File: src/sine_cosine_polynomial_unit_top_macros.svh
// Assertion helpers; empty when SYNTHESIS is defined.
`ifndef SINE_COSINE_POLYNOMIAL_UNIT_TOP_MACROS_SVH
`define SINE_COSINE_POLYNOMIAL_UNIT_TOP_MACROS_SVH
`ifndef SYNTHESIS
`define SCPU_ASSERT(label, prop, msg) \
	label: assert property (@(posedge clk) disable iff (!arst_n) prop) else $error(msg);
`define SCPU_ASSERT_NEXT(label, ante, cons, msg) \
	label: assert property (@(posedge clk) disable iff (!arst_n) (ante) |=> (cons)) \
		else $error(msg);
`else
`define SCPU_ASSERT(label, prop, msg)
`define SCPU_ASSERT_NEXT(label, ante, cons, msg)
`endif
`endif

File: src/scpu_pkg.sv
package scpu_pkg;

	localparam int ANGLE_WIDTH  = 32;
	localparam int RESULT_WIDTH = 32;
	localparam int POLY_FRAC    = 30;
	localparam int TAN_FRAC     = RESULT_WIDTH / 2;

	// reduction format: 56 fraction bits, angle magnitude shifted left by 32
	localparam int RED_STEPS = 5;
	localparam int RED_W     = 60;
	localparam int FRONT_N   = RED_STEPS + 4;

	localparam logic [63:0] TWO_PI_Q61  = 64'hC90FDAA22168C235;
	localparam logic [63:0] PI_Q61      = 64'h6487ED5110B4611A;
	localparam logic [63:0] HALF_PI_Q61 = 64'h3243F6A8885A308D;
	localparam logic [63:0] TWO_PI_R  = (TWO_PI_Q61 >> 5) + ((TWO_PI_Q61 >> 4) & 64'd1);
	localparam logic [63:0] PI_R      = (PI_Q61 >> 5) + ((PI_Q61 >> 4) & 64'd1);
	localparam logic [63:0] HALF_PI_R = (HALF_PI_Q61 >> 5) + ((HALF_PI_Q61 >> 4) & 64'd1);

	localparam int XR_W = 31;
	localparam int PW   = 34;

	localparam logic signed [PW-1:0] S1 = 34'sd1073741824;
	localparam logic signed [PW-1:0] S3 = -34'sd178956971;
	localparam logic signed [PW-1:0] S5 = 34'sd8947849;
	localparam logic signed [PW-1:0] S7 = -34'sd213044;
	localparam logic signed [PW-1:0] C0 = 34'sd1073741824;
	localparam logic signed [PW-1:0] C2 = -34'sd536870912;
	localparam logic signed [PW-1:0] C4 = 34'sd44739243;
	localparam logic signed [PW-1:0] C6 = -34'sd1491308;
	localparam logic signed [PW-1:0] C8 = 34'sd26631;

	localparam int REM_W     = PW + TAN_FRAC + 1;
	localparam int CMP_W     = PW + RESULT_WIDTH;
	localparam int DIV_STEPS = RESULT_WIDTH;
	localparam int DV_LAST   = DIV_STEPS + 1;

	localparam logic [RESULT_WIDTH-1:0] RES_MAX = {1'b0, {(RESULT_WIDTH-1){1'b1}}};
	localparam logic [RESULT_WIDTH-1:0] RES_MIN = {1'b1, {(RESULT_WIDTH-1){1'b0}}};

	localparam int QDEPTH = 4;
	localparam int QPTR_W = 2;
	localparam int QCNT_W = 3;

	typedef enum logic [1:0] {
		OP_SIN = 2'd0,
		OP_COS = 2'd1,
		OP_TAN = 2'd2
	} scpu_op_t;

	typedef struct packed {
		scpu_op_t         op;
		logic             xneg;
		logic             cneg;
		logic [XR_W-1:0]  xr;
	} scpu_item_t;

	typedef struct packed {
		logic full;
		logic empty;
	} scpu_qstat_t;

	// Q.30 product, rounded half away from zero
	function automatic logic signed [PW-1:0] qmul(input logic signed [PW-1:0] a,
			input logic signed [PW-1:0] b);
		logic [PW-1:0]   ma;
		logic [PW-1:0]   mb;
		logic [2*PW-1:0] p;
		logic [PW-1:0]   m;
		ma = a[PW-1] ? (PW'(0) - PW'(a)) : PW'(a);
		mb = b[PW-1] ? (PW'(0) - PW'(b)) : PW'(b);
		p  = ma * mb;
		p  = p + ((2*PW)'(1) << (POLY_FRAC - 1));
		m  = p[POLY_FRAC +: PW];
		return (a[PW-1] ^ b[PW-1]) ? (PW'(0) - m) : m;
	endfunction

endpackage

File: src/scpu_queue.sv
module scpu_queue import scpu_pkg::*; (
	input  logic        clk,
	input  logic        arst_n,
	input  logic        push,
	input  scpu_item_t  wr_item,
	input  logic        pop,
	output scpu_item_t  rd_item,
	output scpu_qstat_t qstat
);

	scpu_item_t        mem_q [0:QDEPTH-1];
	logic [QPTR_W-1:0] wr_ptr_q;
	logic [QPTR_W-1:0] rd_ptr_q;
	logic [QCNT_W-1:0] count_q;

	assign qstat.full  = count_q == QCNT_W'(QDEPTH);
	assign qstat.empty = count_q == '0;
	assign rd_item     = mem_q[rd_ptr_q];

	always_ff @(posedge clk or negedge arst_n) begin
		if (!arst_n) begin
			wr_ptr_q <= '0;
			rd_ptr_q <= '0;
			count_q  <= '0;
		end else begin
			if (push) wr_ptr_q <= wr_ptr_q + 1'b1;
			if (pop)  rd_ptr_q <= rd_ptr_q + 1'b1;
			if (push && !pop)      count_q <= count_q + 1'b1;
			else if (pop && !push) count_q <= count_q - 1'b1;
		end
	end

	always_ff @(posedge clk) begin
		if (push) mem_q[wr_ptr_q] <= wr_item;
	end

endmodule

File: config.mk
export PLATFORM = sky130hd
export DESIGN_NAME = scpu_queue
export DESIGN_NICKNAME = d
export VERILOG_FILES = /design/src/sine_cosine_polynomial_unit_top_macros.svh /design/src/scpu_pkg.sv /design/src/scpu_queue.sv
export SDC_FILE = /design/constraint.sdc
export NUM_CORES = 1
export LEC_CHECK = 0
export ABC_AREA = 0
export ABC_CLOCK_PERIOD_IN_PS = 2200
export BUFFER_PORTS_ARGS = -buffer_cell sky130_fd_sc_hd__buf_2
export CAP_MARGIN = 20
export CORE_ASPECT_RATIO = 2
export CORE_UTILIZATION = 30
export CTS_CLUSTER_SIZE = 40
export DETAILED_ROUTE_END_ITERATION = 7
export GPL_TIMING_DRIVEN = 0
export PLACE_DENSITY = 0.55
export SLEW_MARGIN = 20
export SYNTH_ARGS = -nofsm -noshare
export SYNTH_HDL_FRONTEND = slang
export SYNTH_SLANG_ARGS = --single-unit
export TNS_END_PERCENT = 1
File: constraint.sdc
create_clock -name clk -period 2.2 [get_ports clk]
set_input_delay 0 -clock clk [delete_from_list [all_inputs] [get_ports clk]]
set_output_delay 0 -clock clk [all_outputs]
set_load 0.01 [all_outputs]
[Yosys cells after proc, flatten, opt, wreduce, memory -nomap -nowiden]
Memories as Yosys holds them, arrays and structs flattened.
Index checks and enable logic that the tools add are counted.
Word-level totals
  flip-flop bits (word level): 7
  memory bits (writable): 140
  bits of input ports: 39
  output and inout bits: 37
  word-level logic and storage cells: 19
  memories: 1
Memory list
  mem_q: words 4, width 35, rd ports 1, clocked after Yosys merged registers in 0, write ports 1, RTL line scpu_queue.sv:11  | scpu_item_t mem_q [0:QDEPTH-1];
Cells by class
  $add $sub $neg: 4
  equal/unequal tests: 1
  multiplexer cells: 4
  reductions and logical operators: 6
Operator list (count)
  two-way mux 3 bit: 2
  adder 2 x 1 -> 2 bit (second input constant): 2
  adder 3 x 1 -> 3 bit (second input constant): 1
  == test 3 bit (second input constant): 1
  zero test 3 bit: 1
  subtractor 3 x 1 -> 3 bit (second input constant): 1
  logical AND 1 bit: 2
  zero test 1 bit: 2
  two-way mux 1 bit: 2
  nonzero test 2 bit: 1

[Logic depth before layout (Yosys ltp)]
  word-level depth: 4
  gate-level depth with buffers: 7

[Worst setup path before layout]
No wires, ideal clock.
  kind: reg2reg
  start point: register wr_ptr_q[0]
  end point: memory mem_q[2][0] in the netlist's numbering, enable pin
  setup time: 0.395 ns
  arrival time: 1.472 ns
  required time: 1.805 ns
  slack: 0.333 ns
  cell stages (with the launch flop): 4
  period minus slack after synthesis: 1.867 ns
  cell sequence: dfrtp_1 inv_1 ha_1 and2_1
RTL lines
  from (decl): RTL line scpu_queue.sv:12  | logic [QPTR_W-1:0] wr_ptr_q;
  from (signal assigned): RTL line scpu_queue.sv:26  | if (push) wr_ptr_q <= wr_ptr_q + 1'b1;
  to (decl): RTL line scpu_queue.sv:11
No word-level cell before the write port.

==> flow_summary.toml <==
[outcome]
status = "finished with violations"
violations = "design-rule violations"

[worst_setup_path]
regToRegSetupSlack_ps = 480
rr_startpoint = "wr_ptr_q[0]"
arrival_ps = 1800
critPathRequiredTime_ps = 2200
cp_num_cells = 4
cp_common_cell = "buf_2"
crit_slowest_cell = "mux4_2"
cp_max_fo = 10
path_cells = "buf_2 -> buf_2 -> mux4_2 -> buf_2"
crit_end = "rd_item[19]"
cp_top_family = "buffers and inverters"
cp-start-kind = "flip-flop"
rr_worst_depth = 4
r2r_end = "mem_q[0][32]"
worstSetupPathType = "flip-flop to primary output"
critPathBufInv = 3
cp-startpoint = "rd_ptr_q[1]"
cp-end-kind = "primary output"
critPathMaxStageDelay_ps = 370

[final_layout]
antenna_cells = 0
syn_to_final_growth_pct = 33.4
final_common_cell = "edfxtp_1"
drive_gt1_frac = 0.409
nets = 399
fin_area_um2 = 7340
multi_input_area_um2 = 1020
mostFrequentLayoutCells = "edfxtp_1, buf_2, dlygate4sd3_1"
fillers = 1593
regArea_um2 = 4380
final_util = 0.411

[route]
viasPerCell = 4.51
wl_per_cell_um = 17.8
drt_iter0_drc = 121
wirelength_um = 10300
via_count = 2615
ant_nets = 0
dr.pass1.iters = 8
drc_errors = 10

[floorplanning]
initial_core_util = 0.308
die_height_um = 193
num_rows = 69
die_area_um2 = 18900
coreArea_um2 = 17900
io_pins = 76
die_w_um = 97.7

[clock_network]
clkSinkCount = 147
numCtsBuffers = 17
htree_levels = 4
postCtsHoldBufs = 39
ctsResizeCount = 0
cts.reportedPaths.clkPinSlew_ps = 60
clockBufferDepth = 2
clock_latency_ps = 410
cts_setup_buffers = 0
cts_tree = "done"
clockRootBuffer = "clkbuf_16"

[synth]
netlist_area_um2 = 5500
synth_area_leaders = "edfxtp_1, mux4_2, mux4_1"
synth_nets = 262
netlist_instances = 217
ys_seq_area_frac = 0.796
synth_top_area_frac = 0.764
yosys_warnings = 0
yosysTopAreaCell = "edfxtp_1"
synth_seq_cells = 147
synth_cell_type_count = 19
syn_avg_cell_area_um2 = 25.3

[placed_design]
dpl_cell_area_um2 = 6250
gp_congestion = 0.668
hpwlAfterDp_um = 6630
io_buffers = 75

[global_routing]
grt_max_degree = 24
antenna_found_initial = 0
grt_pass1_vias = 3008
gr-total-overflow = 0
grt_usage = 0.118
grt_pass1_wl_um = 16000

[pwr]
ir_drop_uv = 760
p_per_area_nw_per_um2 = 1350
leakage_nw = 2.63

[timing]
finClkSkew_ps = 4.69
hold_slack_ps = 338
slew_headroom = 0.602
drv_slew = 0
min_period_ps = 1800
setup_viol = 0
worst_pin_slew_ps = 597
fmax_mhz = 556
fin_setup_tns_ps = 0
rsz0062_at_grt = "false"
fin_crit_sh = 0.817
hold_viol = 0

[hold_path]
hold_path.class = "primary input to flip-flop"

[flow_run]
cap_violations = 0
==> flip-flops by register name, indices dropped and copies added, names as in the netlist <==
name and count:
count_q 3, mem_q 140, wr_ptr_q 2, rd_ptr_q 2
==> through the flow <==
| step | setup WS (ps) | total power [mW] | std cells |
|---|---|---|---|
| 2_1_floorplan | 333 | 5.56 | 217 |
| 6_report | 402 | 9.91 | 580 |
| 5_1_grt | 302 | 10.3 | 580 |
| 3_3_place_gp | -398 | 6.49 | 505 |
| 4_1_cts | 337 | 10.1 | 580 |
| 3_5_place_dp | 455 | 6.64 | 509 |
==> worst min-delay path by stage <==
stage,start,to,slack (ps),cells past startpoint
after detailed placement,arst_n,count_q[0],-150,1
final,wr_item[34],mem_q[3][34],340,2
after global routing,wr_item[14],mem_q[0][14],320,2
after floorplan,arst_n,count_q[0],-300,0
after CTS,wr_item[20],mem_q[1][20],310,2
after global placement,arst_n,count_q[1],-150,1
==> Yosys cell counts <==
master / count
ha_1: 5
buf_2: 4
dfrtp_1: 7
o21ai_0: 1
nor3b_1: 1
inv_1: 4
mux4_2: 28
mux2_2: 1
nor2_1: 1
mux4_1: 7
edfxtp_1: 140
nand2_1: 2
nor3_1: 1
fa_1: 1
xor2_1: 4
xnor2_1: 2
and2_1: 4
buf_12: 3
buf_6: 1
==> cell type report <==
class | instances | area share
buffer | 8 | 0.0124
clock buffer | 22 | 0.0646
clock inverter | 10 | 0.0307
inverter | 4 | 0.00205
multi-input combinational | 58 | 0.139
sequential | 147 | 0.597
tap | 213 | 0.0363
timing repair buffer | 118 | 0.118
==> layer usage <==
layer	track usage	part of all wire	vias to the layer above	wire length (um)
met4	0.0707	0.022	0	225
li1	-	-	1191	-
met3	0.0347	0.034	11	345
met2	0.220	0.58	59	6020
met1	0.112	0.36	1354	3710
met5	0	0	-	0
==> report_power, final <==
| part | switching (mW) | internal (mW) | leakage (nW) |
|---|---|---|---|
| Sequential | 0.144 | 3.67 | 1.37 |
| Clock | 1.05 | 2.33 | 0.344 |
| Combinational | 1.37 | 1.34 | 0.919 |
| Total | 2.57 | 7.34 | 2.63 |
==> kinds of logic after synthesis <==
family | share of synthesized area
muxes | 0.150
buffers and inverters | 0.0193
xor gates and xnor gates | 0.00955
adders and majority gates | 0.0150
DFF | 0.796
and+or+nand+nor | 0.00887
AOI/OAI and AO/OA | 0.000909
No activity file was read; power rests on OpenSTA's default activity.
