### src/sine_cosine_polynomial_unit_top_macros.svh
// Assertion helpers; empty when SYNTHESIS is defined.
`ifndef SINE_COSINE_POLYNOMIAL_UNIT_TOP_MACROS_SVH
`define SINE_COSINE_POLYNOMIAL_UNIT_TOP_MACROS_SVH
`ifndef SYNTHESIS
`define SCPU_ASSERT(label, prop, msg) \
	label: assert property (@(posedge clk) disable iff (!arst_n) prop) else $error(msg);
`define SCPU_ASSERT_NEXT(label, ante, cons, msg) \
	label: assert property (@(posedge clk) disable iff (!arst_n) (ante) |=> (cons)) \
		else $error(msg);
`else
`define SCPU_ASSERT(label, prop, msg)
`define SCPU_ASSERT_NEXT(label, ante, cons, msg)
`endif
`endif

### src/scpu_pkg.sv
package scpu_pkg;

	localparam int ANGLE_WIDTH  = 32;
	localparam int RESULT_WIDTH = 32;
	localparam int POLY_FRAC    = 30;
	localparam int TAN_FRAC     = RESULT_WIDTH / 2;

	// reduction format: 56 fraction bits, angle magnitude shifted left by 32
	localparam int RED_STEPS = 5;
	localparam int RED_W     = 60;
	localparam int FRONT_N   = RED_STEPS + 4;

	localparam logic [63:0] TWO_PI_Q61  = 64'hC90FDAA22168C235;
	localparam logic [63:0] PI_Q61      = 64'h6487ED5110B4611A;
	localparam logic [63:0] HALF_PI_Q61 = 64'h3243F6A8885A308D;
	localparam logic [63:0] TWO_PI_R  = (TWO_PI_Q61 >> 5) + ((TWO_PI_Q61 >> 4) & 64'd1);
	localparam logic [63:0] PI_R      = (PI_Q61 >> 5) + ((PI_Q61 >> 4) & 64'd1);
	localparam logic [63:0] HALF_PI_R = (HALF_PI_Q61 >> 5) + ((HALF_PI_Q61 >> 4) & 64'd1);

	localparam int XR_W = 31;
	localparam int PW   = 34;

	localparam logic signed [PW-1:0] S1 = 34'sd1073741824;
	localparam logic signed [PW-1:0] S3 = -34'sd178956971;
	localparam logic signed [PW-1:0] S5 = 34'sd8947849;
	localparam logic signed [PW-1:0] S7 = -34'sd213044;
	localparam logic signed [PW-1:0] C0 = 34'sd1073741824;
	localparam logic signed [PW-1:0] C2 = -34'sd536870912;
	localparam logic signed [PW-1:0] C4 = 34'sd44739243;
	localparam logic signed [PW-1:0] C6 = -34'sd1491308;
	localparam logic signed [PW-1:0] C8 = 34'sd26631;

	localparam int REM_W     = PW + TAN_FRAC + 1;
	localparam int CMP_W     = PW + RESULT_WIDTH;
	localparam int DIV_STEPS = RESULT_WIDTH;
	localparam int DV_LAST   = DIV_STEPS + 1;

	localparam logic [RESULT_WIDTH-1:0] RES_MAX = {1'b0, {(RESULT_WIDTH-1){1'b1}}};
	localparam logic [RESULT_WIDTH-1:0] RES_MIN = {1'b1, {(RESULT_WIDTH-1){1'b0}}};

	localparam int QDEPTH = 4;
	localparam int QPTR_W = 2;
	localparam int QCNT_W = 3;

	typedef enum logic [1:0] {
		OP_SIN = 2'd0,
		OP_COS = 2'd1,
		OP_TAN = 2'd2
	} scpu_op_t;

	typedef struct packed {
		scpu_op_t         op;
		logic             xneg;
		logic             cneg;
		logic [XR_W-1:0]  xr;
	} scpu_item_t;

	typedef struct packed {
		logic full;
		logic empty;
	} scpu_qstat_t;

	// Q.30 product, rounded half away from zero
	function automatic logic signed [PW-1:0] qmul(input logic signed [PW-1:0] a,
			input logic signed [PW-1:0] b);
		logic [PW-1:0]   ma;
		logic [PW-1:0]   mb;
		logic [2*PW-1:0] p;
		logic [PW-1:0]   m;
		ma = a[PW-1] ? (PW'(0) - PW'(a)) : PW'(a);
		mb = b[PW-1] ? (PW'(0) - PW'(b)) : PW'(b);
		p  = ma * mb;
		p  = p + ((2*PW)'(1) << (POLY_FRAC - 1));
		m  = p[POLY_FRAC +: PW];
		return (a[PW-1] ^ b[PW-1]) ? (PW'(0) - m) : m;
	endfunction

endpackage

### src/scpu_front.sv
module scpu_front import scpu_pkg::*; (
	input  logic                    clk,
	input  logic                    arst_n,
	input  logic                    item_valid,
	output logic                    item_stall,
	input  logic [1:0]              opcode,
	input  logic signed [ANGLE_WIDTH-1:0] angle,
	input  scpu_qstat_t             qstat,
	output logic                    push,
	output scpu_item_t              item
);

	logic [FRONT_N-1:0]   vld_s;
	scpu_op_t             op_s   [0:FRONT_N-1];
	logic                 aneg_s [0:RED_STEPS];
	logic [63:0]          rem_s  [0:RED_STEPS];
	logic                 xneg_s6, xneg_s7, xneg_s8;
	logic [RED_W-1:0]     xabs_s6;
	logic                 cneg_s7, cneg_s8;
	logic [RED_W-1:0]     dabs_s7;
	logic [XR_W-1:0]      xr_s8;

	logic                 adv;
	logic [ANGLE_WIDTH-1:0] mag;
	logic [63:0]          rem_nxt [1:RED_STEPS];
	logic [63:0]          sub_sh  [1:RED_STEPS];
	logic signed [63:0]   r;
	logic signed [RED_W:0] d;
	logic [RED_W-1:0]     red;

	assign adv        = !(vld_s[FRONT_N-1] && qstat.full);
	assign item_stall = !adv;
	assign push       = vld_s[FRONT_N-1] && !qstat.full;

	always_comb begin
		mag = angle[ANGLE_WIDTH-1] ? (ANGLE_WIDTH'(0) - ANGLE_WIDTH'(angle))
			: ANGLE_WIDTH'(angle);
		// restoring reduction, each stage subtracting 16, 8, 4, 2 or 1 times 2pi when it fits
		for (int k = 1; k <= RED_STEPS; k++) begin
			sub_sh[k]  = TWO_PI_R << (RED_STEPS - k);
			rem_nxt[k] = (rem_s[k-1] >= sub_sh[k]) ? (rem_s[k-1] - sub_sh[k]) : rem_s[k-1];
		end
		r   = $signed(rem_s[RED_STEPS]) - $signed(PI_R);
		d   = $signed({1'b0, xabs_s6}) - $signed({1'b0, HALF_PI_R[RED_W-1:0]});
		red = HALF_PI_R[RED_W-1:0] - dabs_s7;
	end

	always_ff @(posedge clk or negedge arst_n) begin
		if (!arst_n) begin
			vld_s <= '0;
		end else if (adv) begin
			vld_s <= {vld_s[FRONT_N-2:0], item_valid};
		end
	end

	always_ff @(posedge clk) begin
		if (adv) begin
			op_s[0]   <= scpu_op_t'(opcode);
			aneg_s[0] <= angle[ANGLE_WIDTH-1];
			rem_s[0]  <= {mag, 32'd0} + PI_R;
			for (int k = 1; k < FRONT_N; k++) begin
				op_s[k] <= op_s[k-1];
			end
			for (int k = 1; k <= RED_STEPS; k++) begin
				aneg_s[k] <= aneg_s[k-1];
				rem_s[k]  <= rem_nxt[k];
			end
			xneg_s6 <= aneg_s[RED_STEPS] ? (r > 0) : (r < 0);
			xabs_s6 <= r[63] ? RED_W'(64'd0 - r) : r[RED_W-1:0];
			xneg_s7 <= xneg_s6;
			cneg_s7 <= xabs_s6 >= HALF_PI_R[RED_W-1:0];
			dabs_s7 <= d[RED_W] ? RED_W'((RED_W+1)'(0) - d) : d[RED_W-1:0];
			xneg_s8 <= xneg_s7;
			cneg_s8 <= cneg_s7;
			xr_s8   <= red[26 +: XR_W] + XR_W'(red[25]);
		end
	end

	assign item.op   = op_s[FRONT_N-1];
	assign item.xneg = xneg_s8;
	assign item.cneg = cneg_s8;
	assign item.xr   = xr_s8;

endmodule

### config.mk
export PLATFORM = sky130hd
export DESIGN_NAME = scpu_front
export DESIGN_NICKNAME = d
export VERILOG_FILES = /design/src/sine_cosine_polynomial_unit_top_macros.svh /design/src/scpu_pkg.sv /design/src/scpu_front.sv
export SDC_FILE = /design/constraint.sdc
export NUM_CORES = 1
export LEC_CHECK = 0
export CAP_MARGIN = 10
export CORE_MARGIN = 2
export CORE_UTILIZATION = 30
export DETAILED_ROUTE_END_ITERATION = 16
export DONT_BUFFER_PORTS = 1
export PLACE_DENSITY_LB_ADDON = 0.1
export SYNTH_ARGS = -nofsm -noshare
export SYNTH_HDL_FRONTEND = slang
export SYNTH_SLANG_ARGS = --single-unit
export TNS_END_PERCENT = 5
### constraint.sdc
create_clock -name clk -period 30.3 [get_ports clk]
set_input_delay 1.515 -clock clk [delete_from_list [all_inputs] [get_ports clk]]
set_output_delay 1.515 -clock clk [all_outputs]
set_load 0.1 [all_outputs]
Yosys cells after proc, flatten, opt, wreduce, memory -nomap -nowiden

Memories as Yosys holds them, arrays and structs flattened.
Cells that the tools add are included.

Input port bits: 39
Flip-flop bits (word level): 162
Bits in writable memories: 408
Word-level logic and storage cells: 46
Memories kept: 3
Output and inout bits: 37

Order comparisons: 8
Add/subtract/negate cells: 13
Multiplexer cells: 10
Reductions and logical operators: 3

Memory list:

| memory | words | bits a word | rd ports | clocked after memory_dff | write ports | line             | source |
|---|---|---|---|---|---|---|---|
| rem_s  | 6     | 64          | 6        | 0                        | 6           | scpu_front.sv:16 | `logic [63:0] rem_s [0:RED_STEPS];` |
| op_s   | 9     | 2           | 9        | 0                        | 9           | scpu_front.sv:14 | `scpu_op_t op_s [0:FRONT_N-1];` |
| aneg_s | 6     | 1           | 6        | 0                        | 6           | scpu_front.sv:15 | `logic aneg_s [0:RED_STEPS];` |

Operator list:

| cell                                                         | count |
|---|---|
| two-way mux 64 bit                                           | 5 |
| subtractor 64 x 59 -> 64 bit (second input constant)         | 2 |
| adder 64 x 58 -> 64 bit (second input constant)              | 1 |
| >= comparator 64 x 59 -> 1 bit (second input constant)       | 1 |
| >= comparator 64 x 60 -> 1 bit (second input constant)       | 1 |
| >= comparator 64 x 61 -> 1 bit (second input constant)       | 1 |
| >= comparator 64 x 62 -> 1 bit (second input constant)       | 1 |
| >= comparator 64 x 63 -> 1 bit (second input constant)       | 1 |
| > comparator 64 x 1 -> 1 bit (second input constant)         | 1 |
| less-than comparator 64 x 1 -> 1 bit (second input constant) | 1 |
| subtractor 64 x 60 -> 64 bit (second input constant)         | 1 |
| subtractor 64 x 61 -> 64 bit (second input constant)         | 1 |
| subtractor 64 x 62 -> 64 bit (second input constant)         | 1 |
| subtractor 64 x 63 -> 64 bit (second input constant)         | 1 |
| subtractor 60 x 57 -> 61 bit (second input constant)         | 1 |
| >= comparator 60 x 57 -> 1 bit (second input constant)       | 1 |
| two-way mux 60 bit                                           | 1 |
| subtractor 1 x 60 -> 60 bit (first input constant)           | 1 |
| two-way mux 57 bit                                           | 1 |
| subtractor 1 x 57 -> 57 bit (first input constant)           | 1 |
| subtractor 57 bit (first input constant)                     | 1 |
| two-way mux 32 bit                                           | 1 |
| subtractor 1 x 32 -> 32 bit (first input constant)           | 1 |
| adder 31 x 1 -> 31 bit                                       | 1 |
| 3 further kinds                                              | 5 |

Longest topological paths before layout

Gate-level depths: netlist of run 1.
An unclocked memory read counts as a cell.

Word-level depth: 4
Depth in mapped cells: 16
Gate-level depth less buffers: 14

Worst setup path before layout of run 1

No wires, ideal clock.

Path type: input to output
Start point: input qstat[1] (netlist name)
End point: output item_stall
Data required time: 28.785 ns
Setup slack: 7.813 ns
Arrival: 20.972 ns
Path buffers: 1
Stages: 3
Cell sequence: nand2_1 > clkbuf_1 > inv_1

Longest elaborated chain between the ends: 1

Ends and longest elaborated chain:

| item              | line             | source |
|---|---|---|
| start, declared   | scpu_front.sv:8  | `input scpu_qstat_t qstat,` |
| logical AND 1 bit | scpu_front.sv:31 | `assign adv = !(vld_s[FRONT_N-1] && qstat.full);` |
| end, declared     | scpu_front.sv:5  | `output logic item_stall,` |

No other way between the ends.

Final worst setup path of run 1

Start point: register xabs_s6[3]
End point: register dabs_s7[49] (data pin)

Longest elaborated chain between the ends: 3

Ends and longest elaborated chain:

| item                           | line             | source |
|---|---|---|
| start, declared                | scpu_front.sv:18 | `logic [RED_W-1:0] xabs_s6;` |
| start signal, assigned         | scpu_front.sv:69 | `xabs_s6 <= r[63] ? RED_W'(64'd0 - r) : r[RED_W-1:0];` |
| subtractor 60 x 57 -> 61 bit * | scpu_front.sv:44 | `d = $signed({1'b0, xabs_s6}) - $signed({1'b0, HALF_PI_R[RED_W-1:0]});` |
| subtractor 1 x 57 -> 57 bit    | scpu_front.sv:72 | `dabs_s7 <= d[RED_W] ? RED_W'((RED_W+1)'(0) - d) : d[RED_W-1:0];` |
| two-way mux 57 bit *           | scpu_front.sv:72 |  |
| end signal, assigned           | scpu_front.sv:72 |  |
| end, declared                  | scpu_front.sv:20 | `logic [RED_W-1:0] dabs_s7;` |

Mark *: on every way between the ends. The rest lies on a longest branch, timed or not.
A chain may end at the register's enable or synchronous reset.

==> results_dict.tcl, run 1 <==
set metrics [dict create \
    status "complete, no violations" \
    synth_ff_type "edfxtp_1" \
    die_w_um 325 \
    startpoint "xabs_s6[3]" \
    reg2reg_from "xabs_s6[3]" \
    totalPowerFinal_mw 4.49 \
    final_common_cell "edfxtp_1" \
    ys_seq_elements 489 \
    r2r_end "dabs_s7[49]" \
    fin_setup_tns_ns 0 \
    synth_sequential_area_ratio_pct 47.5 \
    track_usage_pct 13.6 \
    period_needed_ns 5.32 \
    row_count 117 \
    core_um2 102000 \
    hold_viol_final 0 \
    p_switching_mw 1.93 \
    synth_cell_types 99 \
    fin_area_um2 34300 \
    setup_ws_ns 24.98 \
    place_area_um2 32200 \
    first_global_vias 22839 \
    yosys_warnings 0 \
    syn_nets 3137 \
    place_inst 4324 \
    postRouteAntennaNets 0 \
    cp_max_fo 10 \
    p_leak_nw 11.6 \
    hold_slack_ns 0.407 \
    crit_end "dabs_s7[49]" \
    synth_cells 3075 \
    cp-start-kind "register" \
    fillers 10315 \
    worstMarginPinSlew_ns 1.17 \
    die_area_um2 105000 \
    async_flop_share_pct 1.84 \
    power_frac_seq_pct 42.8 \
    synth_area_per_cell_um2 10.0 \
    cts-resized-gates 0 \
    initial_core_util_pct 30.3 \
    wl_per_cell_um 16.3 \
    tritoncts "yes" \
    period_share_pct 17.6 \
    layout_common_cells "edfxtp_1, xnor2_1, nor2_1, nand2_1, xor2_1" \
    grt_pass1_wl_um 118000 \
    max_slew_margin_pct 20.9 \
    instances_no_fill 4439 \
    overflow 0 \
    clockPowerShare_pct 16.7 \
    swShare_pct 43.0 \
    drv_slew 0 \
    critPathRequiredTime_ns 30.65 \
    p_int_mw 2.56 \
    cts_root_buf "clkbuf_16" \
    critPathKind "register to register" \
    hold_buffers 0 \
    gp_congestion 0.904 \
    drive_above_1_share_pct 5.96 \
    viasPerCell 5.01 \
    ir_worst_vdd_mv 0.0642 \
    place_ws_ns 24.93 \
    dr_total_vias 22224 \
    cp.arrival_ns 5.67 \
    drt_wl_total_um 72400 \
    synth_edf_count 480 \
    clock.fmax_mhz 188 \
    grt_max_degree 73 \
    r2r_cells 12 \
    setup_viol 0 \
    power.density_nw_per_um2 131 \
    clk_latency_ns 0.63 \
    reg2reg_slack_ns 24.98 \
    fin_nets 3086 \
    cap_violations 0 \
    worst_hold_path_type "register to register" \
    cts_sinks 489 \
    clock_path_buffers 3 \
    first_pass_iters 5 \
    antenna_cells 0 \
    comb_power_share_pct 40.5 \
    rsz0062_at_grt "no" \
    num_io_pins 76 \
    cts_setup_buffers 0 \
    port_buffers 0 \
    cts_max_level 3 \
    finalClockSkew_ns 0.0397 \
    path_clk_slew_ns 0.06 \
    drcViolationCount 0 \
    antenna_found_initial 0 \
    drt_iter0_drc 1137 \
    numCtsBuffers 66 \
    utilization_pct 33.6 \
    synth_area_um2 30800 \
    hpwl_um 56000 \
    die_h_um 325 \
    synthToLayoutAreaGrowth_pct 11.1 \
    critPathCaptureType "register" \
]
==> worst max-delay path: stages (launching register included) <==
cell and delay (ns):
edfxtp_1 0.48, inv_1 0.37, ha_1 0.41, or4b_4 0.55, a211oi_2 0.41, xnor2_1 0.17
or4_4 0.58, nand4bb_1 0.27, nor3_1 0.56, nand3_1 0.31, nor3_1 0.58, a31oi_1 0.20
xor2_1 0.18
==> Yosys cell counts, types with 8 or more instances <==
master	number	area, um2
a2111oi_0	11	96.3
o31ai_1	43	323
nor3_1	98	490
buf_2	14	70.1
a31oi_1	46	288
xnor2_1	282	2470
dfrtp_1	9	225
nor2_1	269	1010
nand2b_1	24	150
a41oi_1	9	78.8
or2_2	25	156
o21ai_0	169	846
nor4_1	59	369
o21ai_1	8	40.0
edfxtp_1	480	14400
o31a_1	10	87.6
a21boi_0	19	143
nand3_1	78	390
o21bai_1	10	75.1
nor4b_1	12	105
a21oi_1	143	716
and3_1	23	144
o21a_1	32	240
a211oi_1	27	203
and4_1	8	70.1
xor2_1	212	1860
mux2i_1	10	100
nor3b_1	11	82.6
o41ai_1	19	166
nand4_1	25	156
nand2_1	263	987
or3_1	62	388
nand3b_1	16	120
nor2b_1	33	206
a31o_2	9	78.8
and2_1	18	113
or4_1	26	195
mux2_2	13	146
clkbuf_1	110	413
a21o_1	30	225
o211ai_1	21	158
ha_1	23	288
inv_1	98	368
==> registers in the layout, summed over array words and instances (netlist names) <==
name,cells
cneg_s7,1
xr_s8,31
cneg_s8,1
aneg_s,6
xneg_s8,1
xneg_s6,1
op_s,18
dabs_s7,56
xneg_s7,1
rem_s,305
vld_s,9
xabs_s6,59
==> worst min path at each step <==
stage | startpoint | endpoint | cells after the start
CTS | aneg_s[2] | aneg_s[3] | 0
global placement | op_s[0][9] | op_s[0][11] | 0
global route | op_s[0][15] | op_s[0][17] | 0
finish | aneg_s[2] | aneg_s[3] | 0
floorplan | aneg_s[0] | aneg_s[1] | 0
detailed placement | op_s[0][7] | op_s[0][9] | 0
==> power by group through the flow <==
stage	logic [mW]	clock network (mW)	registers [mW]
2_1_floorplan	1.59	0	1.79
3_3_place_gp	1.82	0	1.92
3_5_place_dp	1.84	0	1.93
4_1_cts	1.85	0.782	1.92
5_1_grt	2.07	0.805	1.98
6_report	1.82	0.750	1.92
==> layout make-up <==
cell class / instances / area (um2) / share of cell area [%]
Clock buffer: 91 / 1820 / 5.30
Clock inverter: 24 / 303 / 0.884
Inverter: 100 / 375 / 1.10
Multi-Input combinational cell: 2350 / 15300 / 44.6
Sequential cell: 489 / 14600 / 42.7
Tap cell: 1368 / 1710 / 4.99
Timing Repair Buffer: 17 / 128 / 0.372
==> routing by layer <==
metal	vias to the layer above	part of all wire [%]	global-route usage, %
met5	-	0	0
li1	11317	-	-
met4	0	4.9	7.01
met1	10339	39	14.2
met2	396	53	26.0
met3	172	2.9	2.34
==> logic make-up (layout without fill, tap and decap cells) <==
logic type                 count (synthesis)  in the layout  share of synthesized area [%]
AOI/OAI and AO/OA                        709            709                           15.4
and+or+nand+nor                         1099           1099                           18.3
buffers and inverters                    236            232                           2.98
DFF                                      489            489                           47.5
xor gates and xnor gates                 495            495                           14.1
adders and majority gates                 24             24                          0.966
muxes                                     23             23                          0.799
Power figures use the tool's default switching activity.
==> run 2, diff against run 1 <==
Clock period 30.3 ns to 4.7 ns, I/O delays scaled along.
==> results_dict.tcl, run 2 (synthesis results as in run 1) <==
set metrics [dict create \
    clock.fmax_mhz 223 \
    tritoncts "yes" \
    totalPowerFinal_mw 29.8 \
    drcViolationCount 0 \
    largest_reg_flops 305 \
    initial_core_util_pct 30.3 \
    cp-start-kind "register" \
    power.density_nw_per_um2 833 \
    die_h_um 325 \
    path_clk_slew_ns 0.06 \
    finalClockSkew_ns 0.0330 \
    multi_input_area_um2 15300 \
    layout_common_cells "edfxtp_1, xnor2_1, nor2_1, nand2_1, xor2_1" \
    period_share_pct 95.5 \
    fin_area_um2 35700 \
    dr_total_vias 22888 \
    hold_viol_final 0 \
    crit_slowest_cell "o311ai_2" \
    period_needed_ns 4.49 \
    fin_nets 3246 \
    place_ws_ns 0.206 \
    clk_latency_ns 0.68 \
    worstMarginPinSlew_ns 1.14 \
    row_count 117 \
    port_buffers 0 \
    p_leak_nw 12.4 \
    antenna_cells 0 \
    cts_root_buf "clkbuf_16" \
    hpwl_um 58200 \
    place_area_um2 33100 \
    wl_per_cell_um 16.6 \
    numCtsBuffers 61 \
    cts_max_level 2 \
    num_io_pins 76 \
    instances_no_fill 4603 \
    cp_max_fo 8 \
    hold_slack_ns 0.0596 \
    drt_wl_total_um 76300 \
    antenna_found_initial 1 \
    regMostFlops "rem_s" \
    critPathRequiredTime_ns 5.10 \
    drt_iter0_drc 906 \
    synthToLayoutAreaGrowth_pct 15.8 \
    critPathKind "register to register" \
    die_w_um 325 \
    final_common_cell "edfxtp_1" \
    postRouteAntennaNets 0 \
    cts_sinks 489 \
    setup_ws_ns 0.213 \
    setup_viol 0 \
    fin_setup_tns_ns 0 \
    reg_top3 "rem_s: 305 flops, xabs_s6: 59 flops, dabs_s7: 56 flops" \
    crit_path_max_incr_delay_ns 0.62 \
    track_usage_pct 14.2 \
    ir_worst_vdd_mv 0.402 \
    cap_violations 0 \
    overflow 0 \
    viasPerCell 4.97 \
    drive_above_1_share_pct 9.18 \
    core_um2 102000 \
    rsz0062_at_grt "no" \
    worst_hold_path_type "primary input to register" \
    drv_slew 0 \
    place_inst 4437 \
    critPathBufInv 0 \
    grt_pass1_wl_um 122000 \
    utilization_pct 35.1 \
    first_pass_iters 5 \
    critPathCaptureType "register" \
    max_slew_margin_pct 23.8 \
    die_area_um2 105000 \
    seqCellArea_um2 14600 \
    cp_top_family "simple AND/OR/NAND/NOR gates" \
    fillers 10135 \
    clock_path_buffers 3 \
    grt_max_degree 145 \
    crit_chain "or3_1 -> o311ai_2 -> a2111oi_1 -> nor4_1 -> o211ai_1 -> or4b_4 -> or4_4 -> o41ai_2 -> xnor2_1" \
    first_global_vias 23748 \
    gp_congestion 0.896 \
    cp.arrival_ns 4.89 \
    status "complete, no violations" \
]
## run 2: cell type report
class,count,area share [%]
Multi-Input combinational cell,2350,42.9
Sequential cell,489,41.0
Tap cell,1368,4.79
Clock buffer,79,4.49
Timing Repair Buffer,182,4.47
Clock inverter,35,1.30
Inverter,100,1.05
## run 2: worst paths after layout
check                             start           end  slack (ns)  depth (start not counted)
max                        rem_s[5][11]   xabs_s6[55]        0.21                          9
min                           angle[19]  rem_s[0][52]        0.06                          4
min reg2reg                 op_s[0][15]   op_s[0][17]        0.41                          0
min in group asynchronous        arst_n      vld_s[8]        0.48                          2
max in group asynchronous        arst_n      vld_s[4]        3.95                          2
max reg2reg                rem_s[5][11]   xabs_s6[55]        0.21                          9
## run 2: report_power, final
part           switching (mW)  internal, mW  leakage, nW
Clock                    1.89          2.90        0.984
Sequential               3.57          8.61         4.92
Combinational            7.24          5.55         6.45
Total                    12.7          17.1         12.4
## run 2: routing by layer
| layer | vias to the layer above | track usage [%] | share of wire, % | routed length, um |
|---|---|---|---|---|
| met2 | 381 | 27.8 | 53 | 40800 |
| met1 | 10681 | 14.4 | 39 | 29500 |
| li1 | 11648 | - | - | - |
| met3 | 178 | 1.92 | 2.8 | 2170 |
| met5 | - | 0 | 0 | 0 |
| met4 | 0 | 7.49 | 5.0 | 3810 |
## run 2: timing repair
item / 4_1_cts / 5_1_grt
buffers inserted: 0 / 0
endpoints found under the setup margin: 0 / 12
hold endpoints to repair: 44 / 0
resized for setup: 0 / 4
hold buffers: 52 / 0
## run 2: worst reg2reg max path, stage by stage (launching register included)
cell and delay, ns:
edfxtp_1 0.47, or3_1 0.54, o311ai_2 0.62, a2111oi_1 0.30, nor4_1 0.57, o211ai_1 0.15, or4b_4 0.58, or4_4 0.55
o41ai_2 0.32, xnor2_1 0.10
